`config.mk`:
```
export PLATFORM = sky130hd
export DESIGN_NAME = mips_em_ram
export DESIGN_NICKNAME = d
export VERILOG_FILES = /design/src/rtl/mips_em_ram.sv
export SDC_FILE = /design/constraint.sdc
export NUM_CORES = 2
export LEC_CHECK = 0
export BUFFER_PORTS_ARGS = -buffer_cell sky130_fd_sc_hd__buf_2
export CORE_AREA = 2 2 385 349
export DETAILED_ROUTE_END_ITERATION = 8
export DIE_AREA = 0 0 387 351
export PLACE_DENSITY = 0.78
export SYNTH_ARGS = -nofsm -noshare
export SYNTH_HDL_FRONTEND = slang
export SYNTH_SLANG_ARGS = --single-unit
```
`constraint.sdc`:
```
create_clock -name clk -period 3.42 [get_ports clk]
set_clock_uncertainty 0.15 [all_clocks]
set_input_delay 0.513 -clock clk [delete_from_list [all_inputs] [get_ports clk]]
set_output_delay 0.513 -clock clk [all_outputs]
set_load 0.05 [all_outputs]
```
`src/rtl/mips_em_ram.sv`:
```
// Generic single-port synchronous RAM with registered read data.
// Width and depth are parameters; no package dependencies.
`timescale 1ns / 1ps

module mips_em_ram #(
	parameter int WIDTH = 8,
	parameter int DEPTH = 256
) (
	input  logic                     clk,
	input  logic                     we,
	input  logic                     re,
	input  logic [$clog2(DEPTH)-1:0] addr,
	input  logic [WIDTH-1:0]         wdata,
	output logic [WIDTH-1:0]         rdata
);

	logic [WIDTH-1:0] mem [DEPTH];

	// Write on enable, register read data on read enable (holds otherwise)
	always_ff @(posedge clk) begin
		if (we) begin
			mem[addr] <= wdata;
		end
		if (re) begin
			rdata <= mem[addr];
		end
	end

endmodule
```
==> results.sh <==
export IMPL_avgSynthCellArea_sq_um=22.2
export IMPL_clock_path_buffers=3
export IMPL_ys_warn_count=0
export IMPL_syn_inst=3547
export IMPL_hold_slack_ns=0.0555
export IMPL_maxSlewViolCount=0
export IMPL_worstPathMaxFanout=32
export IMPL_gp_congestion=0.884
export IMPL_grt_pass1_wl_microns=283000
export IMPL_r2r_end="rdata[3]"
export IMPL_synthesis_nets=3566
export IMPL_wl_microns=195000
export IMPL_synth_cell_types=21
export IMPL_setup_ws_ns=0.215
export IMPL_h_tree_depth=4
export IMPL_final_cell_area_sq_mm=0.0909
export IMPL_fp_row_count=127
export IMPL_placedCellCount=5614
export IMPL_place_area_sq_mm=0.0848
export IMPL_die_y_microns=351
export IMPL_r2r_cells=6
export IMPL_setup_violations=0
export IMPL_ctsHoldBuffers=1
export IMPL_place_ws_ns=-0.719
export IMPL_die_w_microns=387
export IMPL_cts_root_buf="clkbuf_16"
export IMPL_drc=0
export IMPL_first_pass_iters=7
export IMPL_coreArea_sq_mm=0.132
export IMPL_power_density_mw_per_mm2=564
export IMPL_hold_end="mem[67][5]"
export IMPL_mostFrequentLayoutCells="edfxtp_1, mux4_2, buf_4"
export IMPL_start_kind="primary input"
export IMPL_rrSetupSlack_ns=0.34
export IMPL_rsz0062_at_grt="false"
export IMPL_grt_total_usage_pct=29.1
export IMPL_netlist_area_leader_share_pct=78.6
export IMPL_drtIter0Drc=5825
export IMPL_vias=40414
export IMPL_r2r_start="mem[168][3]"
export IMPL_clock_sinks=2056
export IMPL_area_delta_synth_final_pct=15.7
export IMPL_relSlewSlack_pct=13.5
export IMPL_place_detailed_hpwl_microns=119000
export IMPL_synth_area_sq_mm=0.0786
export IMPL_drv_cap=0
export IMPL_layout_commonest_cell="edfxtp_1"
export IMPL_grt_pass1_vias=41064
export IMPL_hold_path_class="primary input to flop"
export IMPL_ir_drop_mv=0.473
export IMPL_leakagePower_nw=28.8
export IMPL_io_pins=27
export IMPL_drive_gt1_share_pct=31.8
export IMPL_overflow=0
export IMPL_hold_path_depth=1
export IMPL_tightest_slew_ns=1.29
export IMPL_final_cells=5968
export IMPL_cts_buffers=191
export IMPL_crit_required_ns=3.84
export IMPL_cts_clk_slew_worst_paths_ns=0.06
export IMPL_hold_start="wdata[5]"
export IMPL_grt_max_degree=138
export IMPL_post_cts_resized=0
export IMPL_clock_latency_ns=0.83
export IMPL_wl_per_cell_microns=32.6
export IMPL_crit_type="primary input to flop"
export IMPL_status="finished, final reports clean"
export IMPL_synth_area_leaders="edfxtp_1, mux4_2, a22oi_1"
export IMPL_dieArea_sq_mm=0.136
export IMPL_cts_tree="done"
export IMPL_period_share_pct=93.7
export IMPL_final_hold_violation_count=0
export IMPL_endpoint_kind="flop"
export IMPL_viasPerCell=6.77
export IMPL_period_minus_slack_ns=3.21
export IMPL_antenna_found_initial=9
export IMPL_drtAntennaViolNets=0
export IMPL_cts_setup_buffers=0
export IMPL_ys_seq_area_share_pct=78.6
export IMPL_initial_core_util_pct=59.5
export IMPL_fill_cells=7503
export IMPL_cp_arrival_ns=3.63
export IMPL_fin_nets=4086
export IMPL_yosysTopAreaCell="edfxtp_1"
export IMPL_clock_fmax_mhz=312
export IMPL_io_buffers=26
export IMPL_ys_ff_latch=2056
==> flip-flops by register name (all words and copies together) (netlist names) <==
| name | cells |
|---|---|
| mem | 2048 |
| rdata | 8 |
==> area by class of cell <==
class | count | area [sq um] | share of cell area [%]
repair buffers | 559 | 5110 | 5.62
multi-input cells | 1258 | 15800 | 17.4
clock inverters | 120 | 1120 | 1.23
diodes | 3 | 7.51 | 0.00826
inverters | 1 | 3.75 | 0.00413
clock buffers | 230 | 4970 | 5.46
flip-flops and latches | 2056 | 61700 | 67.9
well taps | 1741 | 2180 | 2.40
==> logic make-up after synthesis <==
| family | synth area share [%] |
|---|---|
| compound gates | 3.62 |
| buf+inv | 1.40 |
| flops | 78.6 |
| mux | 14.7 |
| simple gates | 1.73 |
==> worst max path at each step <==
stage,slack [ns],cells after the start,startpoint,end
6_report,0.21,9,addr[0],rdata[4]
5_1_grt,0.17,9,addr[0],rdata[4]
4_1_cts,0.10,5,mem[59][0],rdata[0]
3_5_place_dp,-0.72,8,addr[0],rdata[0]
3_3_place_gp,-0.95,9,addr[0],rdata[6]
2_1_floorplan,0.54,9,addr[1],mem[111][0]
==> metrics by stage <==
| step | TNS [ns] | util (%) | total power [mW] |
|---|---|---|---|
| after global placement | -4.08 | 64.2 | 30.8 |
| after global routing | 0 | 68.9 | 52.4 |
| final | 0 | 68.9 | 51.3 |
| after floorplan | 0 | - | 29.6 |
| after detailed placement | -3.55 | 64.2 | 30.9 |
| after CTS | 0 | 68.8 | 51.4 |
==> power breakdown <==
group / switching (mW) / internal [mW] / leakage [nW]
sequential: 0.0277 / 27.8 / 18.5
combinational: 1.62 / 0.990 / 7.34
clock: 9.13 / 11.7 / 2.96
total: 10.8 / 40.5 / 28.8
==> cell usage after synthesis <==
cell and number:
edfxtp_1 2056, mux4_2 512, a22oi_1 256, nor2_1 232, clkbuf_1 145, a21oi_1 128, buf_2 36, o41ai_1 32
nor3_1 30, nand2_1 28, buf_1 19, buf_4 16, buf_6 16, nand3_1 13, nand4_1 8, nor2b_1 7
nand2b_1 6, and2_1 3, or2_2 2, inv_1 1, or3_1 1
==> per-layer routing <==
| metal | global-route usage, % | wire length, microns |
|---|---|---|
| met4 | 10.7 | 7390 |
| met2 | 45.7 | 93000 |
| met1 | 40.1 | 69400 |
| met5 | 0 | 101 |
| met3 | 7.66 | 24800 |
==> worst max-delay path, stage by stage <==
cell and delay (ns):
buf_8 0.28, buf_12 0.30, buf_4 0.21, mux4_2 0.53, a22oi_1 0.33, a21oi_1 0.14, o41ai_1 0.95, buf_4 0.24
nand4_1 0.07
Power figures use the tool's default switching activity.
